$ cat config.mk
export PLATFORM = sky130hd
export DESIGN_NAME = event_sampling_filter_top
export DESIGN_NICKNAME = d
export VERILOG_FILES = /design/src/rtl/core/esf_pkg.sv /design/src/rtl/core/esf_ctrl.sv /design/src/rtl/core/esf_dp.sv /design/src/rtl/core/event_sampling_filter_top.sv
export SDC_FILE = /design/constraint.sdc
export NUM_CORES = 2
export LEC_CHECK = 0
export CORE_MARGIN = 3
export CORE_UTILIZATION = 59
export CTS_CLUSTER_DIAMETER = 200
export DETAILED_ROUTE_END_ITERATION = 8
export DONT_BUFFER_PORTS = 1
export HOLD_SLACK_MARGIN = 0.03
export PLACE_DENSITY = 0.75
export SLEW_MARGIN = 20
export SYNTH_ARGS = -nofsm -noshare
export SYNTH_HDL_FRONTEND = slang
export SYNTH_HIERARCHICAL = 1
export SYNTH_SLANG_ARGS = --single-unit
$ cat constraint.sdc
create_clock -name clock -period 10.4 [get_ports clock]
set_clock_uncertainty 0.05 [all_clocks]
set_input_delay 1.04 -clock clock [delete_from_list [all_inputs] [get_ports clock]]
set_output_delay 1.04 -clock clock [all_outputs]
set_load 0.01 [all_outputs]
$ cat src/rtl/core/esf_pkg.sv
`default_nettype none
package esf_pkg;

   localparam logic [63:0] FNV_BASIS = 64'hCBF29CE484222325;
   localparam logic [63:0] FNV_PRIME = 64'h00000100000001B3;
   localparam logic [63:0] RNG_SEED  = 64'h9E3779B97F4A7C15;
   localparam logic [15:0] ADAPT_PERIOD = 16'd1000;
   localparam logic [15:0] ELAPSED_MAX  = 16'hFFFF;

   localparam logic [2:0] MODE_OFF   = 3'd0;
   localparam logic [2:0] MODE_RAND  = 3'd1;
   localparam logic [2:0] MODE_LIMIT = 3'd2;
   localparam logic [2:0] MODE_ADAPT = 3'd3;
   localparam logic [2:0] MODE_HASH  = 3'd4;

   localparam logic [2:0] REG_MODE   = 3'd0;
   localparam logic [2:0] REG_BASE   = 3'd1;
   localparam logic [2:0] REG_BYPASS = 3'd2;
   localparam logic [2:0] REG_LIMIT  = 3'd3;
   localparam logic [2:0] REG_WINDOW = 3'd4;
   localparam logic [2:0] REG_THRESH = 3'd5;
   localparam logic [2:0] REG_MINRT  = 3'd6;
   localparam logic [2:0] REG_SEED   = 3'd7;

   typedef enum logic [2:0] {
      ST_IDLE,
      ST_ALLOW,
      ST_DIV,
      ST_DECIDE,
      ST_OUT
   } state_type;

   typedef struct packed {
      logic take_byte;
      logic take_tick;
      logic allow_start;
      logic div_start;
      logic div_step;
      logic decide;
   } cmd_type;

   typedef struct packed {
      logic is_last;
      logic need_div;
      logic div_done;
      logic allow_done;
   } sts_type;

endpackage
`default_nettype wire

$ cat src/rtl/core/esf_ctrl.sv
`default_nettype none
module esf_ctrl (
   input  wire logic            clock,
   input  wire logic            reset,
   input  wire logic            req_valid,
   input  wire logic            req_kind,
   output logic                 req_stall,
   output logic                 rsp_valid,
   input  wire logic            rsp_stall,
   input  wire logic [2:0]      mode,
   input  wire esf_pkg::sts_type sts,
   output esf_pkg::cmd_type     cmd
);
   import esf_pkg::*;

   state_type state_ff, state_in;
   logic      accept;

   assign accept = req_valid && !req_stall;

   always_comb begin
      state_in = state_ff;
      case (state_ff)
         ST_IDLE: begin
            if (accept && req_kind && sts.is_last) begin
               if (mode == MODE_LIMIT) state_in = ST_ALLOW;
               else if (mode == MODE_ADAPT && sts.need_div) state_in = ST_DIV;
               else state_in = ST_DECIDE;
            end
         end
         ST_ALLOW: if (sts.allow_done) state_in = ST_DECIDE;
         ST_DIV:   if (sts.div_done) state_in = ST_DECIDE;
         ST_DECIDE: state_in = ST_OUT;
         ST_OUT:   if (!rsp_stall) state_in = ST_IDLE;
         default:  state_in = ST_IDLE;
      endcase
   end

   always_comb begin
      req_stall = (state_ff != ST_IDLE);
      rsp_valid = (state_ff == ST_OUT);
      cmd = '0;
      cmd.take_byte = accept && req_kind;
      cmd.take_tick = accept && !req_kind;
      cmd.allow_start = (state_ff == ST_IDLE) && accept && req_kind && sts.is_last;
      cmd.div_start = cmd.allow_start && (mode == MODE_ADAPT) && sts.need_div;
      cmd.div_step = (state_ff == ST_DIV);
      cmd.decide = (state_ff == ST_DECIDE);
   end

   always_ff @(posedge clock) begin
      if (reset) state_ff <= ST_IDLE;
      else state_ff <= state_in;
   end
endmodule
`default_nettype wire

$ cat src/rtl/core/esf_dp.sv
`default_nettype none
module esf_dp #(
   parameter int RATE_BITS = 16,
   parameter int COUNT_WIDTH = 32
) (
   input  wire logic             clock,
   input  wire logic             reset,
   input  wire esf_pkg::cmd_type cmd,
   output esf_pkg::sts_type      sts,
   input  wire logic [2:0]       req_level,
   input  wire logic [7:0]       req_data_byte,
   input  wire logic             req_last_byte,
   input  wire logic             csr_we,
   input  wire logic [2:0]       csr_index,
   input  wire logic [63:0]      csr_data,
   output logic [2:0]            mode,
   output logic                  rsp_keep,
   output logic                  rsp_bypassed,
   output logic                  rsp_throttling,
   output logic [16:0]           rsp_current_rate,
   output logic [31:0]           rsp_total_seen,
   output logic [31:0]           rsp_kept_seen,
   output logic [31:0]           rsp_dropped_seen,
   output logic [31:0]           rsp_bypass_seen
);
   import esf_pkg::*;

   localparam int QW = (COUNT_WIDTH >= 49) ? COUNT_WIDTH + 1 : 50;
   localparam int LW = (COUNT_WIDTH + 11 > 36) ? COUNT_WIDTH + 11 : 36;
   localparam logic [COUNT_WIDTH-1:0] CNT_MAX = '1;
   localparam logic [QW-1:0] RATE_FULL = QW'(1) << RATE_BITS;

   logic [2:0]  mode_ff;
   logic [16:0] base_ff, minrt_ff;
   logic [7:0]  bypass_ff;
   logic [19:0] lps_ff;
   logic [15:0] win_ff;
   logic [31:0] thr_ff;
   logic [63:0] seed_ff;

   logic [63:0] rng_ff, hash_ff, hfin_ff, hash_in, hmix;
   logic [15:0] lel_ff, ael_ff;
   logic [COUNT_WIDTH-1:0] lcnt_ff, acnt_ff, nval_ff;
   logic [16:0] eff_ff;
   logic        thr_flag_ff;
   logic [COUNT_WIDTH-1:0] st0_ff, st1_ff, st2_ff, st3_ff;
   logic [2:0]  lvl_ff;
   logic [35:0] prod_ff;
   logic        prod_vld_ff;
   logic [QW-1:0] rem_ff, quo_ff;
   logic [QW-1:0] dvd_ff;
   logic [6:0]  dcnt_ff;
   logic        keep_ff, byp_ff;

   assign mode = mode_ff;
   // multiply by the fnv prime as shifts and adds
   assign hmix = hash_ff ^ {56'd0, req_data_byte};
   assign hash_in = (hmix << 40) + (hmix << 8) + (hmix << 7) + (hmix << 5) +
                    (hmix << 4) + (hmix << 1) + hmix;

   logic [COUNT_WIDTH-1:0] acnt_inc;
   assign acnt_inc = (acnt_ff < CNT_MAX) ? acnt_ff + 1'b1 : CNT_MAX;

   always_comb begin
      sts.is_last = req_last_byte;
      sts.need_div = (ael_ff >= ADAPT_PERIOD) && ({32'd0, acnt_inc} > {32'd0, thr_ff});
      sts.div_done = (dcnt_ff == 7'd0);
      sts.allow_done = prod_vld_ff;
   end

   function automatic logic [63:0] xs(input logic [63:0] v);
      logic [63:0] x;
      x = v ^ (v << 13);
      x = x ^ (x >> 7);
      x = x ^ (x << 17);
      return x;
   endfunction

   logic [63:0] rng_nx;
   logic [QW-1:0] rem_sh, rate_q;
   logic [LW-1:0] lnext, lneed;
   logic        lim_clr;
   logic [COUNT_WIDTH-1:0] lcur;
   logic [16:0] rate_use, new_eff;
   logic        use_rand, kp, bp;
   logic [63:0] hx;

   assign rng_nx = xs(rng_ff);
   assign rem_sh = {rem_ff[QW-2:0], dvd_ff[QW-1]};
   assign rate_q = (quo_ff < {{(QW-17){1'b0}}, minrt_ff}) ?
                   {{(QW-17){1'b0}}, minrt_ff} : quo_ff;
   assign lim_clr = lel_ff >= win_ff;
   assign lcur = lim_clr ? '0 : lcnt_ff;
   // count below allowance when (count + 1) * 1000 fits in the product
   assign lnext = LW'(lcur) + LW'(1);
   assign lneed = (lnext << 10) - (lnext << 4) - (lnext << 3);
   assign hx = hfin_ff ^ seed_ff;

   always_comb begin
      new_eff = eff_ff;
      if (ael_ff >= ADAPT_PERIOD) new_eff = (nval_ff != '0) ? rate_q[16:0] : base_ff;
      rate_use = (mode_ff == MODE_ADAPT) ? new_eff : base_ff;
      use_rand = 1'b0;
      kp = 1'b1;
      bp = 1'b0;
      if (mode_ff == MODE_OFF || mode_ff > MODE_HASH) kp = 1'b1;
      else if (bypass_ff[lvl_ff]) bp = 1'b1;
      else if (mode_ff == MODE_RAND || mode_ff == MODE_ADAPT) begin
         if ({{(QW-17){1'b0}}, rate_use} >= RATE_FULL) kp = 1'b1;
         else if (rate_use == '0) kp = 1'b0;
         else begin
            use_rand = 1'b1;
            kp = {{(QW-RATE_BITS){1'b0}}, rng_nx[63 -: RATE_BITS]} < {{(QW-17){1'b0}}, rate_use};
         end
      end else if (mode_ff == MODE_LIMIT) begin
         kp = (lcur == '0) || (lneed <= LW'(prod_ff));
      end else begin
         if ({{(QW-17){1'b0}}, base_ff} >= RATE_FULL) kp = 1'b1;
         else if (base_ff == '0) kp = 1'b0;
         else kp = {{(QW-RATE_BITS){1'b0}}, hx[63 -: RATE_BITS]} < {{(QW-17){1'b0}}, base_ff};
      end
   end

   function automatic logic [COUNT_WIDTH-1:0] sinc(input logic [COUNT_WIDTH-1:0] v);
      return (v < CNT_MAX) ? v + 1'b1 : CNT_MAX;
   endfunction

   function automatic logic [31:0] o32(input logic [COUNT_WIDTH-1:0] v);
      return ({{(64-COUNT_WIDTH){1'b0}}, v} > 64'hFFFFFFFF) ? 32'hFFFFFFFF : 32'(v);
   endfunction

   always_ff @(posedge clock) begin
      if (reset) begin
         mode_ff <= MODE_OFF; base_ff <= 17'h10000; bypass_ff <= '0;
         lps_ff <= 20'd1000; win_ff <= 16'd1000; thr_ff <= 32'd50000;
         minrt_ff <= 17'd655; seed_ff <= '0;
         rng_ff <= RNG_SEED; hash_ff <= FNV_BASIS; hfin_ff <= '0;
         lel_ff <= '0; ael_ff <= '0; lcnt_ff <= '0; acnt_ff <= '0;
         eff_ff <= 17'h10000; thr_flag_ff <= 1'b0;
         st0_ff <= '0; st1_ff <= '0; st2_ff <= '0; st3_ff <= '0;
         prod_vld_ff <= 1'b0; dcnt_ff <= '0; nval_ff <= '0;
         lvl_ff <= '0; prod_ff <= '0; rem_ff <= '0; quo_ff <= '0; dvd_ff <= '0;
         keep_ff <= 1'b0; byp_ff <= 1'b0;
      end else begin
         if (csr_we) begin
            case (csr_index)
               REG_MODE:   mode_ff <= csr_data[2:0];
               REG_BASE: begin
                  base_ff <= csr_data[16:0];
                  eff_ff <= csr_data[16:0];
               end
               REG_BYPASS: bypass_ff <= csr_data[7:0];
               REG_LIMIT:  lps_ff <= csr_data[19:0];
               REG_WINDOW: win_ff <= csr_data[15:0];
               REG_THRESH: thr_ff <= csr_data[31:0];
               REG_MINRT:  minrt_ff <= csr_data[16:0];
               REG_SEED:   seed_ff <= csr_data;
               default: ;
            endcase
         end
         if (cmd.take_tick) begin
            lel_ff <= (lel_ff < ELAPSED_MAX) ? lel_ff + 1'b1 : ELAPSED_MAX;
            ael_ff <= (ael_ff < ELAPSED_MAX) ? ael_ff + 1'b1 : ELAPSED_MAX;
         end
         prod_vld_ff <= 1'b0;
         if (cmd.take_byte) begin
            if (req_last_byte) begin
               hash_ff <= FNV_BASIS;
               hfin_ff <= hash_in;
               lvl_ff <= req_level;
               prod_ff <= lps_ff * win_ff;
               prod_vld_ff <= 1'b1;
               nval_ff <= cmd.div_start ? acnt_inc : '0;
            end else hash_ff <= hash_in;
         end
         if (cmd.div_start) begin
            dvd_ff <= {{(QW-49){1'b0}}, 49'(base_ff) * 49'(thr_ff)};
            rem_ff <= '0;
            quo_ff <= '0;
            dcnt_ff <= 7'(QW);
         end
         if (cmd.div_step && dcnt_ff != 7'd0) begin
            dvd_ff <= dvd_ff << 1;
            dcnt_ff <= dcnt_ff - 1'b1;
            if (rem_sh >= {{(QW-COUNT_WIDTH){1'b0}}, nval_ff}) begin
               rem_ff <= rem_sh - {{(QW-COUNT_WIDTH){1'b0}}, nval_ff};
               quo_ff <= {quo_ff[QW-2:0], 1'b1};
            end else begin
               rem_ff <= rem_sh;
               quo_ff <= {quo_ff[QW-2:0], 1'b0};
            end
         end
         if (cmd.decide) begin
            st0_ff <= sinc(st0_ff);
            keep_ff <= kp || bp;
            byp_ff <= bp;
            if (bp) st3_ff <= sinc(st3_ff);
            else if (kp) st1_ff <= sinc(st1_ff);
            else st2_ff <= sinc(st2_ff);
            if (use_rand) rng_ff <= rng_nx;
            if (!bp && mode_ff == MODE_LIMIT) begin
               if (lim_clr) lel_ff <= '0;
               lcnt_ff <= sinc(lcur);
            end
            if (!bp && mode_ff == MODE_ADAPT) begin
               if (ael_ff >= ADAPT_PERIOD) begin
                  acnt_ff <= '0;
                  ael_ff <= '0;
                  if (nval_ff != '0) begin
                     eff_ff <= new_eff;
                     thr_flag_ff <= 1'b1;
                  end else begin
                     eff_ff <= base_ff;
                     thr_flag_ff <= 1'b0;
                  end
               end else acnt_ff <= acnt_inc;
            end
         end
      end
   end

   always_comb begin
      rsp_keep = keep_ff;
      rsp_bypassed = byp_ff;
      rsp_throttling = thr_flag_ff;
      rsp_current_rate = eff_ff;
      rsp_total_seen = o32(st0_ff);
      rsp_kept_seen = o32(st1_ff);
      rsp_dropped_seen = o32(st2_ff);
      rsp_bypass_seen = o32(st3_ff);
   end
endmodule
`default_nettype wire

$ cat src/rtl/core/event_sampling_filter_top.sv
// ticks and non-last bytes: accepted one beat per cycle while no decision is pending
// last byte: the decision is made in ST_DECIDE, then the result beat is offered in ST_OUT
// rate limit mode adds the ST_ALLOW state, adaptive recompute adds ST_DIV (50-step divider)
// input stalls while a decision is pending or its result beat is not yet taken
// reset: synchronous active high, restores register defaults and all counters
`default_nettype none
module event_sampling_filter_top #(
   parameter int RATE_BITS = 16,
   parameter int COUNT_WIDTH = 32
) (
   input  wire logic        clock,
   input  wire logic        reset,
   input  wire logic        req_valid,
   output logic             req_stall,
   input  wire logic        req_kind,
   input  wire logic [2:0]  req_level,
   input  wire logic [7:0]  req_data_byte,
   input  wire logic        req_last_byte,
   output logic             rsp_valid,
   input  wire logic        rsp_stall,
   output logic             rsp_keep,
   output logic             rsp_bypassed,
   output logic             rsp_throttling,
   output logic [16:0]      rsp_current_rate,
   output logic [31:0]      rsp_total_seen,
   output logic [31:0]      rsp_kept_seen,
   output logic [31:0]      rsp_dropped_seen,
   output logic [31:0]      rsp_bypass_seen,
   input  wire logic        csr_valid,
   output logic             csr_ready,
   input  wire logic [2:0]  csr_index,
   input  wire logic [63:0] csr_data
);
   import esf_pkg::*;

   cmd_type    cmd;
   sts_type    sts;
   logic [2:0] mode;

   assign csr_ready = 1'b1;

   esf_ctrl u_ctrl (
      .clock, .reset, .req_valid, .req_kind, .req_stall,
      .rsp_valid, .rsp_stall, .mode, .sts, .cmd
   );

   esf_dp #(.RATE_BITS(RATE_BITS), .COUNT_WIDTH(COUNT_WIDTH)) u_dp (
      .clock, .reset, .cmd, .sts, .req_level, .req_data_byte, .req_last_byte,
      .csr_we(csr_valid), .csr_index, .csr_data, .mode,
      .rsp_keep, .rsp_bypassed, .rsp_throttling, .rsp_current_rate,
      .rsp_total_seen, .rsp_kept_seen, .rsp_dropped_seen, .rsp_bypass_seen
   );
endmodule
`default_nettype wire
==> results.md <==
* # setup viols final at 0
* Tightest Hold Check Type: in -> reg
* Die W at 366 um
* GP Congestion at 0.932
* Mean area per synthesized cell at 8.51 um2
* Synth warn at 6
* Nets@finish at 10,300
* DRC errors left at 0
* Fraction of layout cells with a size suffix above 1 at 3.70%
* Grt total ovfl at 0
* H-tree levels at 3
* Failing checks: max-slew violations
* VDD IR max at 1.01 mV
* Clk slew on worst S/H paths at 70 ps
* CTS tree: yes
* CP Data Arrival Time at 10,510 ps
* Drt via density at 6.03
* Fmax at 101 MHz
* Final Hold Vio Count at 0
* Area of the die at 134,000 um2
* CTS Buf Count at 85
* Status: complete, but fails checks
* Pwr/cell area at 315 nW/um2
* Core ar. at 128,000 um2
* Tcrit/Tclk final at 95.5%
* Max Cap Violations at 0
* Vias in the first global route at 63,900
* Max transition margin at -24.9%
* Placed insts at 10,300
* Worst Setup SP: u_dp/lel_ff[13]
* Die height at 366 um
* Starting Density at 59.8%
* Clk sink count at 748
* Finished Core Util at 63.0%
* DRC marker count from the first detailed-route iteration at 5,504
* Synthesized Nets at 10,600
* Post-CTS Setup Repair Bufs at 0
* Layout Cells excl Fill at 10,500
* R2r startpoint: u_dp/lel_ff[13]
* Final Max Slew Viols at 118
* Crit start category: flip-flop
* Rows at 131
* Latest clock arrival within the worst-skew pair at 720 ps
* Initial antenna violation count at 9
* CP bufs+invs at 3
* Dpl ws at 226 ps
* Root Buffer: clkbuf_16
* Crit path max fanout at 18
* # port buffers at 0
* Worst min-delay path startpoint: reset
* Slowest cell on crit path: a2111oi_1
* Critical Path RT at 10,980 ps
* Mapped Cells at 9,004
* First-pass GRT wire length at 345,000 um
* Pre-antenna DRT Iters at 8
* Pin count of the biggest net entering global routing at 546
* All-Layer GR Usage at 31.7%
* Fin crit period at 9930 ps
* Total wire length at 213,000 um
* Least-Margin Pin Slew at 1870 ps
* Worst path max stage delay at 530 ps
* CP delay by family, top: compound AO/OA/AOI/OAI gates
* Post-route cell area at 80,800 um2
* Setup crit end kind: flip-flop
* Dpl hpwl at 159,000 um
* CTS Buffer Depth at 3
* Final worst slack at 467 ps
* Synth-to-Final Area Change at 5.42%
* DR WL/cell at 20.3 um
* Leakage at 36.2 nW
* Critical path class: reg -> reg
* IO Pins at 236
* Area of placed instances at 77,700 um2
* Via count at 63,400
* Synth Cell Area at 76,600 um2
* Routed Antenna Nets at 0
power breakdown:
part           internal, mW  switching, mW  leakage (nW)  total (mW)
clock network          1.84           1.36          1.43        3.20
registers              3.01          0.321          6.04        3.33
logic                  8.17           10.7          28.7        18.9
total                  13.0           12.4          36.2        25.4
final timing paths:
kind / endpoint / slack, ps / depth (start not counted)
worst min-delay path: u_dp/rsp_bypass_seen[10] / 370 / 1
worst max register to register: u_dp/rsp_kept_seen[29] / 470 / 41
worst max-delay path: u_dp/rsp_kept_seen[29] / 470 / 41
worst min register to register: u_dp/prod_ff[25] / 400 / 2
routing by layer:
metal	GRT usage (%)	wire, um
met4	12.3	9280
met3	7.92	19600
met2	51.2	98600
met5	0	17
met1	41.0	85300
placed cells by master (no fill, tap or decap), types with 13 or more instances in the layout:
cell type     n
o21a_1       35
clkinv_2     15
a22o_1       27
xor2_1      253
mux2i_1      87
and4_1       14
clkbuf_16    85
and3_1      146
nand3b_1     15
a31oi_1      43
a311oi_1     64
o211ai_1     62
a22oi_1      63
a21oi_1     634
nor2b_1      51
nor2_1      672
a211oi_1    100
inv_1      1008
clkbuf_1     16
xnor2_1     309
and2_1      156
nor4_1       41
or2_2        13
o31ai_1      28
ha_1        558
nand4_1     104
clkbuf_8     15
o21bai_1     26
nor3_1      104
nand2b_1     54
dfxtp_1     747
nand2_1    1310
fa_1        977
a21o_1      117
or3_1        32
nand3_1     180
diode_2      17
a2111oi_0    14
buf_4        91
o21ai_0     228
sequential cells by signal (all words and copies together), names as in the netlist, 8 cells and up:
register               count
u_dp/lcnt_ff              32
u_dp/thr_ff               32
u_dp/rsp_bypass_seen      32
u_dp/win_ff               16
u_dp/lps_ff               20
u_dp/quo_ff               50
u_dp/nval_ff              32
u_dp/acnt_ff              32
u_dp/base_ff              17
u_dp/bypass_ff             8
u_dp/rsp_current_rate     17
u_dp/seed_ff              16
u_dp/rsp_total_seen       32
u_dp/ael_ff               16
u_dp/prod_ff              36
u_dp/dvd_ff               50
u_dp/minrt_ff             17
u_dp/rsp_kept_seen        32
u_dp/rsp_dropped_seen     32
u_dp/rng_ff               64
u_dp/hash_ff              64
u_dp/lel_ff               16
u_dp/hfin_ff              16
u_dp/rem_ff               49
timing repair:
item                                    in CTS  in global routing
endpoints found under the hold margin        0                  0
hold buffers                                 0                  0
endpoints found under the setup margin       0                 65
resized for setup                            0                 17
worst register-to-register path, delay by kind of cell, from the launching register on:
family | cells | cell delay (ps)
buf+inv | 3 | 560
flops | 1 | 450
compound gates | 19 | 4510
xor+xnor | 2 | 310
simple gates | 12 | 2320
fa+ha+maj | 5 | 1680
per-stage QoR:
| step | setup TNS [ps] | power, mW | hold WS, ps |
|---|---|---|---|
| 5_1_grt | -3790 | 27.9 | 327 |
| 3_5_place_dp | 0 | 21.8 | 393 |
| 3_3_place_gp | 0 | 21.3 | 387 |
| 4_1_cts | 0 | 25.3 | 325 |
| 6_report | 0 | 25.4 | 375 |
| 2_1_floorplan | 0 | 18.1 | 377 |
final cells by class:
| class | count | area, um2 |
|---|---|---|
| Tap cell | 1729 | 2160 |
| Multi-Input combinational cell | 6746 | 56100 |
| Clock buffer | 116 | 2390 |
| Timing Repair Buffer | 91 | 683 |
| Clock inverter | 41 | 576 |
| Fill cell | 10900 | 47400 |
| Sequential cell | 748 | 15000 |
| Inverter | 1019 | 3830 |
| Antenna cell | 17 | 42.5 |
Power figures use the tool's default switching activity.
